[src/hdl/segscan_pkg.sv]
// Shared types, constants and lookup functions of the segment scan serializer.
`timescale 1ns / 1ps

package segscan_pkg;

	localparam int WORD_BITS_DEF = 16;
	localparam int CODE_BITS     = 12;
	localparam int MV_BITS       = 14;
	localparam int SCAN_BITS     = 3;
	localparam int SEG_BITS      = 8;
	localparam int FRAC_BITS     = 12;
	localparam int RECIP_BITS    = 25;
	localparam int RECIP_SHIFT   = 24;

	localparam logic [MV_BITS-1:0]  REF_RESET = MV_BITS'(5000);
	localparam logic [SEG_BITS-1:0] DP_MASK   = 8'hFE;
	localparam logic [SEG_BITS-1:0] SEG_KEEP  = 8'hFF;
	localparam logic [15:0]         RECIP_TEN = 16'd52429;
	localparam int                  TEN_SHIFT = 19;

	localparam logic [1:0] DIG_THOUSANDS = 2'd0;
	localparam logic [1:0] DIG_HUNDREDS  = 2'd1;
	localparam logic [1:0] DIG_TENS      = 2'd2;
	localparam logic [1:0] DIG_ONES      = 2'd3;

	typedef struct packed {
		logic                 req_type;
		logic [CODE_BITS-1:0] adc_sample;
	} in_item_t;

	typedef struct packed {
		logic data_bit;
		logic last;
	} out_item_t;

	typedef struct packed {
		logic [CODE_BITS-1:0] raw_code;
		logic [MV_BITS-1:0]   millivolts;
		logic [SCAN_BITS-1:0] scan_index;
	} state_t;

	typedef struct packed {
		logic                 sample_we;
		logic [CODE_BITS-1:0] sample;
		logic                 tick;
	} upd_t;

	function automatic logic [RECIP_BITS-1:0] recip_of(input logic [1:0] which);
		logic [RECIP_BITS-1:0] r;
		unique case (which)
			DIG_THOUSANDS: r = RECIP_BITS'(16778);
			DIG_HUNDREDS:  r = RECIP_BITS'(167773);
			DIG_TENS:      r = RECIP_BITS'(1677722);
			DIG_ONES:      r = RECIP_BITS'(16777216);
		endcase
		return r;
	endfunction

	function automatic logic [SEG_BITS-1:0] seg_of(input logic [3:0] digit);
		logic [SEG_BITS-1:0] s;
		unique case (digit)
			4'd0:    s = 8'h03;
			4'd1:    s = 8'h9F;
			4'd2:    s = 8'h25;
			4'd3:    s = 8'h0D;
			4'd4:    s = 8'h99;
			4'd5:    s = 8'h49;
			4'd6:    s = 8'h41;
			4'd7:    s = 8'h1F;
			4'd8:    s = 8'h01;
			4'd9:    s = 8'h09;
			default: s = 8'hFF;
		endcase
		return s;
	endfunction

endpackage

[src/hdl/segscan_regs.sv]
// Reference register, stored sample, millivolt value and scan index.
`timescale 1ns / 1ps

module segscan_regs (
	input  logic                           clk,
	input  logic                           arst_n,
	input  logic                           cfg_wr_en,
	input  logic [segscan_pkg::MV_BITS-1:0] cfg_wr_data,
	input  segscan_pkg::upd_t              upd,
	output segscan_pkg::state_t            st
);
	import segscan_pkg::*;

	logic [MV_BITS-1:0]           reference_q;
	logic [CODE_BITS-1:0]         raw_code_q;
	logic [MV_BITS-1:0]           millivolts_q;
	logic [SCAN_BITS-1:0]         scan_q;
	logic [CODE_BITS+MV_BITS-1:0] mv_prod;

	assign mv_prod = upd.sample * reference_q;

	always_ff @(posedge clk or negedge arst_n) begin
		if (!arst_n) begin
			reference_q  <= REF_RESET;
			raw_code_q   <= '0;
			millivolts_q <= '0;
			scan_q       <= '0;
		end else begin
			if (cfg_wr_en) begin
				reference_q <= cfg_wr_data;
			end
			if (upd.sample_we) begin
				raw_code_q   <= upd.sample;
				millivolts_q <= mv_prod[FRAC_BITS +: MV_BITS];
			end
			if (upd.tick) begin
				scan_q <= scan_q + SCAN_BITS'(1);
			end
		end
	end

	assign st.raw_code   = raw_code_q;
	assign st.millivolts = millivolts_q;
	assign st.scan_index = scan_q;

endmodule

[src/hdl/segscan_digit.sv]
// Input register, digit quotient stage and display word builder.
`timescale 1ns / 1ps

module segscan_digit (
	input  logic                     clk,
	input  logic                     arst_n,
	input  logic                     in_valid,
	output logic                     in_stall,
	input  segscan_pkg::in_item_t    in_data,
	input  segscan_pkg::state_t      st,
	output segscan_pkg::upd_t        upd,
	input  logic                     load_ok,
	output logic                     word_load,
	output logic [2*segscan_pkg::SEG_BITS-1:0] word
);
	import segscan_pkg::*;

	localparam int PROD_A_BITS = MV_BITS + RECIP_BITS;
	localparam int PROD_B_BITS = MV_BITS + 16;
	localparam int TQ_BITS     = PROD_B_BITS - TEN_SHIFT;

	in_item_t             in_s1;
	logic                 vld_s1;
	logic [MV_BITS-1:0]   q_s2;
	logic [SCAN_BITS-1:0] pos_s2;
	logic                 dp_s2;
	logic                 vld_s2;

	logic                   s1_adv;
	logic                   s2_adv;
	logic [MV_BITS-1:0]     value;
	logic [PROD_A_BITS-1:0] prod_a;
	logic [PROD_B_BITS-1:0] prod_b;
	logic [TQ_BITS-1:0]     tq;
	logic [MV_BITS-1:0]     rem;
	logic [SEG_BITS-1:0]    seg;
	logic [SEG_BITS-1:0]    sel;

	assign s2_adv   = vld_s2 && load_ok;
	assign s1_adv   = vld_s1 && (!in_s1.req_type || !vld_s2 || s2_adv);
	assign in_stall = vld_s1 && !s1_adv;

	assign upd.sample_we = s1_adv && !in_s1.req_type;
	assign upd.sample    = in_s1.adc_sample;
	assign upd.tick      = s1_adv && in_s1.req_type;

	assign value  = st.scan_index[2] ? st.millivolts : MV_BITS'(st.raw_code);
	assign prod_a = value * recip_of(st.scan_index[1:0]);

	always_ff @(posedge clk or negedge arst_n) begin
		if (!arst_n) begin
			vld_s1 <= 1'b0;
			vld_s2 <= 1'b0;
		end else begin
			if (!in_stall) begin
				vld_s1 <= in_valid;
			end
			if (upd.tick) begin
				vld_s2 <= 1'b1;
			end else if (s2_adv) begin
				vld_s2 <= 1'b0;
			end
		end
	end

	always_ff @(posedge clk) begin
		if (in_valid && !in_stall) begin
			in_s1 <= in_data;
		end
		if (upd.tick) begin
			q_s2   <= prod_a[RECIP_SHIFT +: MV_BITS];
			pos_s2 <= {st.scan_index[2], ~st.scan_index[1:0]};
			dp_s2  <= (st.scan_index == SCAN_BITS'(4));
		end
	end

	assign prod_b = q_s2 * RECIP_TEN;
	assign tq     = prod_b[TEN_SHIFT +: TQ_BITS];
	assign rem    = q_s2 - MV_BITS'({tq, 3'b000}) - MV_BITS'({tq, 1'b0});
	assign seg    = seg_of(rem[3:0]) & (dp_s2 ? DP_MASK : SEG_KEEP);
	assign sel    = SEG_BITS'(1) << pos_s2;

	assign word_load = s2_adv;
	assign word      = {sel, seg};

endmodule

[src/hdl/segscan_shifter.sv]
// Serial shift register that sends one display word a bit per transfer.
`timescale 1ns / 1ps

module segscan_shifter #(
	parameter int WORD_BITS = segscan_pkg::WORD_BITS_DEF
) (
	input  logic                   clk,
	input  logic                   arst_n,
	input  logic                   load,
	input  logic [WORD_BITS-1:0]   word,
	output logic                   load_ok,
	output logic                   out_valid,
	input  logic                   out_stall,
	output segscan_pkg::out_item_t out_data
);
	import segscan_pkg::*;

	localparam int CW = $clog2(WORD_BITS);

	logic [WORD_BITS-1:0] word_q;
	logic [CW-1:0]        cnt_q;
	logic                 valid_q;
	logic                 last;
	logic                 xfer;

	assign last    = (cnt_q == CW'(WORD_BITS - 1));
	assign xfer    = valid_q && !out_stall;
	assign load_ok = !valid_q || (xfer && last);

	always_ff @(posedge clk or negedge arst_n) begin
		if (!arst_n) begin
			valid_q <= 1'b0;
			cnt_q   <= '0;
		end else begin
			if (load) begin
				valid_q <= 1'b1;
				cnt_q   <= '0;
			end else if (xfer) begin
				valid_q <= !last;
				cnt_q   <= cnt_q + CW'(1);
			end
		end
	end

	always_ff @(posedge clk) begin
		if (load) begin
			word_q <= word;
		end else if (xfer) begin
			word_q <= word_q >> 1;
		end
	end

	assign out_valid         = valid_q;
	assign out_data.data_bit = word_q[0];
	assign out_data.last     = last;

endmodule

[src/hdl/seven_segment_scan_serializer.sv]
// Top level of the multiplexed seven-segment scan serializer.
// A sample item stores the converter code and its millivolt value; it gives
// no output. A tick item yields one 16-bit display word (digit select in the
// high byte, active-low segments in the low byte), sent least significant bit
// first, one bit per output transfer, with last on the sixteenth bit. Items
// are taken every cycle while the pipeline has room. A tick passes the input
// register and the digit quotient stage to the single serial shift register,
// which takes a word only when idle or as its last bit is sent. A sample
// following a tick is taken at once while that tick is in the quotient stage.
`timescale 1ns / 1ps

module seven_segment_scan_serializer #(
	parameter int WORD_BITS = segscan_pkg::WORD_BITS_DEF
) (
	input  logic                            clk,
	input  logic                            arst_n,
	input  logic                            cfg_wr_en,
	input  logic [segscan_pkg::MV_BITS-1:0] cfg_wr_data,
	input  logic                            in_valid,
	output logic                            in_stall,
	input  segscan_pkg::in_item_t           in_data,
	output logic                            out_valid,
	input  logic                            out_stall,
	output segscan_pkg::out_item_t          out_data
);
	import segscan_pkg::*;

	state_t                  st;
	upd_t                    upd;
	logic                    load_ok;
	logic                    word_load;
	logic [2*SEG_BITS-1:0]   word;

	segscan_regs u_regs (
		.clk         (clk),
		.arst_n      (arst_n),
		.cfg_wr_en   (cfg_wr_en),
		.cfg_wr_data (cfg_wr_data),
		.upd         (upd),
		.st          (st)
	);

	segscan_digit u_digit (
		.clk       (clk),
		.arst_n    (arst_n),
		.in_valid  (in_valid),
		.in_stall  (in_stall),
		.in_data   (in_data),
		.st        (st),
		.upd       (upd),
		.load_ok   (load_ok),
		.word_load (word_load),
		.word      (word)
	);

	segscan_shifter #(
		.WORD_BITS (WORD_BITS)
	) u_shifter (
		.clk       (clk),
		.arst_n    (arst_n),
		.load      (word_load),
		.word      (WORD_BITS'(word)),
		.load_ok   (load_ok),
		.out_valid (out_valid),
		.out_stall (out_stall),
		.out_data  (out_data)
	);

endmodule

[config.mk]
export PLATFORM = sky130hd
export DESIGN_NAME = seven_segment_scan_serializer
export DESIGN_NICKNAME = d
export VERILOG_FILES = /design/src/hdl/segscan_pkg.sv /design/src/hdl/segscan_regs.sv /design/src/hdl/segscan_digit.sv /design/src/hdl/segscan_shifter.sv /design/src/hdl/seven_segment_scan_serializer.sv
export SDC_FILE = /design/constraint.sdc
export NUM_CORES = 1
export LEC_CHECK = 0
export CAP_MARGIN = 30
export CORE_UTILIZATION = 31
export CTS_CLUSTER_DIAMETER = 40
export CTS_CLUSTER_SIZE = 28
export DETAILED_ROUTE_END_ITERATION = 6
export DONT_BUFFER_PORTS = 1
export PLACE_DENSITY = 0.54
export SYNTH_ARGS = -nofsm -noshare
export SYNTH_HDL_FRONTEND = slang
export SYNTH_HIERARCHICAL = 1
export SYNTH_SLANG_ARGS = --single-unit
[constraint.sdc]
create_clock -name clk -period 14.9 [get_ports clk]
set_input_delay 0.745 -clock clk [delete_from_list [all_inputs] [get_ports clk]]
set_output_delay 0.745 -clock clk [all_outputs]
set_load 0.01 [all_outputs]
### Yosys cells after proc, flatten, opt, wreduce, memory -nomap -nowiden

Memories as Yosys holds them, arrays and structs flattened.
Cells that the tools add are included.

| storage, ports and cells | value |
|---|---|
| register bits | 97 |
| bits in read-only memories | 112 |
| memories kept | 1 |

| cells by class | value |
|---|---|
| add/sub/neg operators | 4 |
| multipliers | 3 |
| eq/ne operators | 5 |
| shifts and indexed selects | 1 |
| mux-type cells | 11 |
| bitwise logic cells | 2 |
| reductions and logical operators | 21 |

Memories:

| name | depth | bits a word | read ports | clocked after Yosys merged registers in | wr ports | RTL line | text |
|---|---|---|---|---|---|---|---|
| (no name shown) | 16 | 7 | 1 | 0 | 0 | segscan_pkg.sv:61 | `unique case (digit)` |

Operators by type and width:

| operator | count |
|---|---|
| $pmux W25 S4 | 1 |
| $mul A14 B25 Y38 | 1 |
| $mux W16 | 2 |
| $mul A12 B14 Y26 | 1 |
| $mul A14 B16 Y22 const B | 1 |
| $mux W14 | 1 |
| $and A8 B8 Y8 | 1 |
| $logic_and A1 B1 Y1 | 8 |
| $mux W4 | 2 |
| $shl A1 B3 Y8 const A | 1 |
| $sub A4 B4 Y4 | 2 |
| $logic_not A1 Y1 | 7 |
| $mux W1 | 5 |
| $add A4 B1 Y4 const B | 1 |
| $eq A2 B2 Y1 const B | 2 |
| $eq A4 B4 Y1 const B | 1 |
| $reduce_bool A2 Y1 | 2 |
| $add A3 B1 Y3 const B | 1 |
| $eq A3 B3 Y1 const B | 1 |
| $logic_or A1 B1 Y1 | 3 |
| $eq A2 B1 Y1 const B | 1 |
| $logic_not A2 Y1 | 1 |
| $not A2 Y2 | 1 |

### Depth between registers and ports, before layout

Gate-level depths: netlist of run 1.

| logic depth | value |
|---|---|
| depth in word-level cells | 11 |
| gate-level depth with buffers | 28 |
| mapped depth without buffers | 26 |

### Modules after synthesis

The synthesis of run 1 kept the hierarchy.

By module, submodules not included:

| module | instances | cells each | area each (sq um) | sequential area each (sq um) |
|---|---|---|---|---|
| segscan_digit | 1 | 1,236 | 12,465.7 | 980.9 |
| segscan_regs | 1 | 734 | 6,895.4 | 1,082.3 |
| segscan_shifter | 1 | 59 | 927.1 | 605.6 |

### Worst setup path before layout of run 1

No wires, ideal clock.

| timing | value |
|---|---|
| path type | reg2reg |
| from | register u_regs.scan_q[2] |
| to | register u_digit.q_s2[12], data pin |
| library setup time | 0.264 ns |
| arrival time | 6.439 ns |
| data required time | 14.636 ns |
| slack | 8.197 ns |
| cell stages (with the launch flop) | 25 |
| buffers on the path | 2 |
| period minus slack after synthesis | 6.703 ns |
| cells stage by stage | dfrtp_1 > buf_4 > clkbuf_1 > mux2_2 > nand2_1 > inv_1 > fa_1 > fa_1 > inv_1 > fa_1 > fa_1 > inv_1 > fa_1 > inv_1 > fa_1 > inv_1 > ha_1 > nand4_1 > nor2_1 > o211ai_1 > nand2_1 > a2111oi_0 > o21ai_2 > a221oi_1 > xnor2_1 |

| between the ends | value |
|---|---|
| longest elaborated chain between the ends | 2 |

RTL lines:

| what | RTL line | text |
|---|---|---|
| start: declaration | segscan_regs.sv:17 | `logic [SCAN_BITS-1:0] scan_q;` |
| start signal: assignment | segscan_regs.sv:37 | `scan_q <= scan_q + SCAN_BITS'(1);` |
| $mux W14 | segscan_digit.sv:47 | `assign value = st.scan_index[2] ? st.millivolts : MV_BITS'(st.raw_code);` |
| $mul A14 B25 Y38 | segscan_digit.sv:48 | `assign prod_a = value * recip_of(st.scan_index[1:0]);` |
| net u_digit.prod_a[36] | segscan_digit.sv:32 | `logic [PROD_A_BITS-1:0] prod_a;` |
| end signal: assignment | segscan_digit.sv:71 | `q_s2 <= prod_a[RECIP_SHIFT +: MV_BITS];` |
| end: declaration | segscan_digit.sv:24 | `logic [MV_BITS-1:0] q_s2;` |

The timed path passes the listed nets, and every way through them passes these cells.
A chain may end at the register's enable or synchronous reset.

### Worst setup path in the final report of run 1

Ends and elaborated chain as after synthesis.

==> results of run 1 <==
-- path summary, 6_finish.rpt --
kind                            cells after the start                                 to  slack (ps)
worst max-delay path                               23         u_digit/q_s2[12]$_DFFE_PP_        6990
worst min-delay path                                0  u_regs/reference_q[4]$_DFFE_PN0P_          60
worst max register to register                     23         u_digit/q_s2[12]$_DFFE_PP_        6990
worst min register to register                      1  u_regs/raw_code_q[11]$_DFFE_PN0P_         500
max in group asynchronous                           0  u_regs/reference_q[3]$_DFFE_PN1P_       14620
min in group clk                                    0          u_digit/upd[11]$_DFFE_PP_         460
-- critical path: stages, from the launching register on --
cell and delay [ps]:
dfrtp_1 990, mux2i_1 490, nor2b_1 470, nor2b_1 170, fa_1 520, inv_1 50
fa_1 500, inv_1 50, fa_1 500, inv_1 50, fa_1 470, inv_1 50
fa_1 520, inv_1 50, fa_1 450, ha_1 360, a21oi_1 200, o21ai_0 140
a221oi_1 370, a211oi_1 150, o2111ai_1 410, o21ai_2 180, a221oi_1 360, xnor2_1 120
-- metrics by stage --
stage / hold slack (ps) / area (µm²) / util (%) / std cells
floorplan: 449 / 20300 / - / 2029
detailed placement: 452 / 21100 / 32.6 / 2821
CTS: 34.9 / 21400 / 33.1 / 2837
global route: 38.5 / 21400 / 33.1 / 2837
global placement: 452 / 21100 / 32.6 / 2821
finish: 58.9 / 21400 / 33.1 / 2837
-- per-layer routing --
metal / global-route usage, % / wire length, µm
met3: 1.46 / 1390
met1: 19.6 / 22000
met2: 26.4 / 23500
met5: 0 / 0
met4: 4.06 / 1100
-- final cells by class --
type / instances / area share [%]
Tap cell: 855 / 5.01
Inverter: 500 / 8.78
Multi-Input combinational cell: 1366 / 72.2
Clock buffer: 9 / 1.05
Clock inverter: 7 / 0.386
Sequential cell: 97 / 12.5
Timing Repair Buffer: 3 / 0.105
-- cells in the mapped netlist (all sizes together) (7+ instances only) --
cell / n
a211oi: 7
a21o: 22
a21oi: 49
a31oi: 7
and2: 100
and3: 10
buf: 23
clkbuf: 43
dfrtp: 45
edfxtp: 47
fa: 358
ha: 297
inv: 500
mux2: 60
nand2: 166
nand2b: 17
nand3: 25
nand4: 13
nor2: 38
nor2b: 18
nor3: 8
o211ai: 7
o21a: 9
o21ai: 29
or2: 10
xnor2: 24
xor2: 14
-- cells by family (layout without fill, tap and decap cells) --
family          Yosys count  in the layout  share of synthesized area (%)
fa+ha+maj               655            655                           53.6
compound gates          176            176                           6.14
buf+inv                 566            519                           10.9
mux                      64             64                           3.53
flops                    97             97                           13.2
xor+xnor                 39             39                           1.75
simple gates            432            432                           10.9
-- flip-flops by register name, summed over array words and instances (netlist names), 3 cells and up --
signal,cells
u_shifter/word_q,16
u_digit/q_s2,14
u_regs/millivolts_q,14
u_regs/reference_q,14
u_digit/upd,12
u_regs/raw_code_q,12
u_shifter/cnt_q,4
u_digit/pos_s2,3
u_regs/scan_q,3
==> flow_summary_export.csv, run 1 <==
group,metric,value,unit
run_status,status,"finished clean",
logic_synthesis,synth_edf_count,47,
clock_network,cts_sinks,97,
global_routing,grt_pass1_vias,14800,
drt,wl,48.0,mm
logic_synthesis,synth_nets,2716,
timing,rsz0062_at_grt,"no",
cells_and_area,nNetsFinal,2664,
cells_and_area,final_cell_mix,"inv_1, fa_1, ha_1, nand2_1, and2_1",
floorplanning,design.die.area,66500,µm²
logic_synthesis,syn-cell-area,20300,µm²
setup_path,cp_max_fo,28,
place,hpwlAfterDp,40.9,mm
drt,drc,0,
drt,drt_iter0_markers,741,
cells_and_area,multi_input_area,15400,µm²
clock_network,ctsResizeCount,0,
cells_and_area,antenna_cells,0,
cells_and_area,final_common_cell,"inv_1",
cells_and_area,nFillCells,6678,
clock_network,cts_buffer_depth,2,
timing,slew_headroom,35.5,%
place,gp_congestion,0.953,
timing,setup_ws,6990,ps
cells_and_area,area_delta_synth_final,5.34,%
timing,hold_viol,0,
timing,setup_violations,0,
logic_synthesis,ys_types,82,
clock_network,clock_latency,370,ps
timing,finClkSkew,17.0,ps
timing,setup_tns,0,ps
global_routing,globalRouteOverflowTotal,0,
floorplanning,core_area,64600,µm²
drt,post_drt_wl_per_cell,16.9,µm
hold_path,hp-class,"in2async",
logic_synthesis,synthCells,2029,
clock_network,clk_pin_slew,90,ps
timing,worst_slew_pin_slew,968,ps
run,cap_violations,0,
timing,fin_crit_sh,53.1,%
global_routing,grt_pass1_wl,79.0,mm
logic_synthesis,yosys_warnings,6,
clock_network,cts_buffers,9,
floorplanning,die_h,258,µm
clock_network,htreeDepth,3,
logic_synthesis,yosys-top-cells-area,"fa_1, ha_1, inv_1, edfxtp_1, dfrtp_1",
logic_synthesis,synth_top_area_share,35.3,%
place,dp_slack,7070,ps
global_routing,grt_use_total,15.0,%
setup_path,critPathRequiredTime,15010,ps
global_routing,grt_start_max_net_pins,51,
setup_path,critPathLaunch,"u_regs/scan_q[2]$_DFFE_PN0P_",
floorplanning,io_pins,36,
logic_synthesis,ys_seq_area_share,13.2,%
floorplanning,fp.dieW,258,µm
timing,fmax,126,MHz
clock_network,postCtsSetupBuffers,0,
setup_path,r2r-start,"u_regs/scan_q[2]$_DFFE_PN0P_",
logic_synthesis,synth-seq-cells,97,
logic_synthesis,yosys.area.top_type,"fa_1",
timing,fin_crit,7910,ps
place,port-buffer-count,0,
drt,drtAntennaViolNets,0,
logic_synthesis,ys.flop_type,"edfxtp_1",
setup_path,path_class,"reg2reg",
drt,route.vias.total,13200,
floorplanning,num_rows,93,
setup_path,start_kind,"flop",
clock_network,cts_tree,"yes",
cells_and_area,regArea,2670,µm²
timing,report.final.slew_viol_count,0,
setup_path,cp-end-kind,"flop",
logic_synthesis,synth_area_per_cell,10.0,µm²
logic_synthesis,async_reset_ff_share,51.5,%
clock_network,cts_hold_buf,0,
global_routing,antenna_found_initial,0,
setup_path,critPathArrivalTime,8020,ps
cells_and_area,drive_above_1_share,5.85,%
clock_network,cts-root-buf,"clkbuf_16",
floorplanning,initial_utilization,31.4,%
drt,drtPass1Iterations,5,
drt,viasPerCell,4.67,
Power of run 1 is left out: the tool's default activity adds up to more than one toggle a clock period on the data nets, which glitch-free logic cannot reach.
==> run 2, diff against run 1 <==
--- a/config.mk
+++ b/config.mk
@@ -5,6 +5,7 @@
 export SDC_FILE = /design/constraint.sdc
 export NUM_CORES = 1
 export LEC_CHECK = 0
+export ABC_AREA = 1
 export CAP_MARGIN = 30
 export CORE_UTILIZATION = 31
 export CTS_CLUSTER_DIAMETER = 40
==> constraint.sdc (replaced) <==
create_clock -name clk -period 8.2 [get_ports clk]
set_input_delay 0.41 -clock clk [delete_from_list [all_inputs] [get_ports clk]]
set_output_delay 0.41 -clock clk [all_outputs]
set_load 0.01 [all_outputs]
==> run 2 against run 1 <==
Area after synthesis increased by 3.5%. Non-clock buffer count increased by 8. First-iteration DRC count increased by 14%. Routed wire length increased by 6.9%. Fmax increased by 13%. Critical path type unchanged. Clock skew decreased by 10 ps. Flip-flop and latch count unchanged.
==> flow_summary_export.csv, run 2 <==
group,metric,value,unit
setup_path,cp.buffers_inverters,8,
setup_path,crit_path_max_incr_delay,680,ps
clock_network,cts_buffer_depth,2,
logic_synthesis,ys.flop_type,"edfxtp_1",
global_routing,grt_pass1_wl,84.0,mm
global_routing,antenna_found_initial,1,
timing,fmax,142,MHz
timing,slew_headroom,31.9,%
timing,setup_tns,0,ps
logic_synthesis,synthMostInstantiatedCell,"inv_1",
drt,route.vias.total,14900,
setup_path,cp-end-kind,"flop",
setup_path,cp_max_fo,14,
global_routing,grt_start_max_net_pins,51,
cells_and_area,drive_above_1_share,3.71,%
cells_and_area,layout.cells.non_filler,3326,
timing,finClkSkew,6.80,ps
place,dpl.cell_count,3308,
timing,setup_ws,1180,ps
logic_synthesis,synth_top_area_share,34.1,%
logic_synthesis,syn-cell-area,21000,µm²
drt,post_drt_wl_per_cell,15.4,µm
logic_synthesis,async_reset_ff_share,51.5,%
cells_and_area,area_delta_synth_final,5.75,%
floorplanning,design.die.area,68800,µm²
timing,fin_crit,7020,ps
setup_path,path_common_cell,"inv_1",
floorplanning,fp.dieW,262,µm
setup_path,critPathRequiredTime,8310,ps
clock_network,htreeDepth,3,
place,port-buffer-count,0,
setup_path,crit_family,"adder cells",
clock_network,clk_pin_slew,70,ps
logic_synthesis,synth-seq-cells,97,
timing,hold_viol,0,
floorplanning,io_pins,36,
run_status,status,"finished clean",
cells_and_area,final_common_cell,"inv_1",
setup_path,critPathArrivalTime,7130,ps
run,cap_violations,0,
drt,drc,0,
cells_and_area,largest_reg_flops,16,
cells_and_area,nNetsFinal,3135,
timing,worst_slew_pin_slew,1010,ps
place,gp_congestion,0.900,
hold_path,hp-class,"in2reg",
floorplanning,num_rows,95,
drt,viasPerCell,4.48,
setup_path,start_kind,"flop",
setup_path,cpMaxStageDelayCell,"nor2_1",
floorplanning,die_h,262,µm
cells_and_area,final_cell_mix,"inv_1, nand2_1, fa_1, ha_1, nor2_1",
logic_synthesis,ys_types,50,
logic_synthesis,synthCells,2484,
global_routing,grt_pass1_vias,15600,
floorplanning,core_area,67200,µm²
drt,drtPass1Iterations,5,
logic_synthesis,synth_area_per_cell,8.46,µm²
logic_synthesis,ys_seq_area_share,12.7,%
logic_synthesis,yosys_warnings,6,
clock_network,cts-root-buf,"clkbuf_16",
drt,drt_iter0_markers,848,
setup_path,path_class,"reg2reg",
clock_network,cts_tree,"yes",
logic_synthesis,synthTopCellsByCount,"inv_1, nand2_1, fa_1, ha_1, nor2_1",
floorplanning,initial_utilization,31.3,%
timing,setup_violations,0,
cells_and_area,antenna_cells,0,
timing,rsz0062_at_grt,"no",
clock_network,cts_buffers,9,
timing,fin_crit_sh,85.6,%
clock_network,cts_sinks,97,
drt,wl,51.3,mm
drt,drtAntennaViolNets,0,
global_routing,globalRouteOverflowTotal,0,
cells_and_area,regMostFlops,"u_shifter/word_q",
logic_synthesis,synth_edf_count,47,
cells_and_area,nFillCells,7081,
logic_synthesis,yosys.area.top_type,"fa_1",
timing,report.final.slew_viol_count,0,
logic_synthesis,synth_nets,3171,
place,dp_slack,1170,ps
global_routing,grt_use_total,15.4,%
logic_synthesis,yosys-top-cells-area,"fa_1, ha_1, inv_1, nand2_1, edfxtp_1",
clock_network,clock_latency,370,ps
place,hpwlAfterDp,43.9,mm
## run 2: worst reg2reg max path, stage by stage, from the launching register on
cell      delay [ps]
dfrtp_1          440
inv_1            120
ha_1             270
inv_1            350
nor2_1           680
inv_1            150
fa_1             550
inv_1             50
fa_1             490
inv_1             50
fa_1             530
inv_1             60
fa_1             480
inv_1             60
fa_1             520
inv_1             50
fa_1             470
ha_1             350
nand2_1          160
nor2_1            70
nor2_1           150
a21boi_0         280
o21ai_0          110
nand2_1           70
nand3_1           80
xor2_1           150
## run 2: path summary, 6_finish.rpt
kind,startpoint,to,slack [ps],cells after the start
max,u_regs/scan_q[1]$_DFFE_PN0P_,u_digit/q_s2[13]$_DFFE_PP_,1180,25
min,in_data[5],u_digit/upd[6]$_DFFE_PP_,130,0
max reg2reg,u_regs/scan_q[1]$_DFFE_PN0P_,u_digit/q_s2[13]$_DFFE_PP_,1180,25
min reg2reg,u_regs/raw_code_q[2]$_DFFE_PN0P_,u_regs/raw_code_q[2]$_DFFE_PN0P_,480,2
max in group asynchronous,arst_n,u_regs/reference_q[8]$_DFFE_PN1P_,7320,2
min in group asynchronous,arst_n,u_regs/reference_q[10]$_DFFE_PN0P_,590,2
## run 2: logic make-up (layout without fill, tap and decap cells)
kind of cell	Yosys count	in the layout	share of synthesized area (%)
simple gates	802	802	15.7
buf+inv	722	691	13.4
fa+ha+maj	655	655	51.8
compound gates	165	165	4.40
flops	97	97	12.7
xor+xnor	25	25	1.04
mux	18	18	0.947
## run 2: per-layer routing
layer | track usage, % | part of all wire, % | vias up
li1 | - | - | 7344
met1 | 21.9 | 48 | 7208
met2 | 25.1 | 46 | 319
met3 | 2.66 | 5.0 | 34
met4 | 2.23 | 0.98 | 2
met5 | 0 | 0.033 | -
## run 2: timing repair
action | in CTS | in global routing
setup buffers | 0 | 0
hold buffers | 2 | 0
resized for setup | 0 | 0
endpoints found under the hold margin | 50 | 0
## run 2: stage by stage
stage,utilization (%),instance area (µm²),hold WS (ps)
6_report,33.1,22200,128
5_1_grt,33.1,22200,98.8
4_1_cts,33.1,22200,108
3_5_place_dp,32.6,21900,115
3_3_place_gp,32.5,21900,115
2_1_floorplan,-,21000,114
## run 2: layout make-up
class / count / area, µm² / share of cell area (%)
clock inverter: 5 / 36.3 / 0.163
timing repair buffer: 11 / 125 / 0.563
inverter: 664 / 2500 / 11.3
clock buffer: 11 / 254 / 1.14
multi-input combinational: 1665 / 15500 / 69.9
sequential: 97 / 2670 / 12.0
tap: 873 / 1090 / 4.92
Power of run 2 is left out for the same reason.
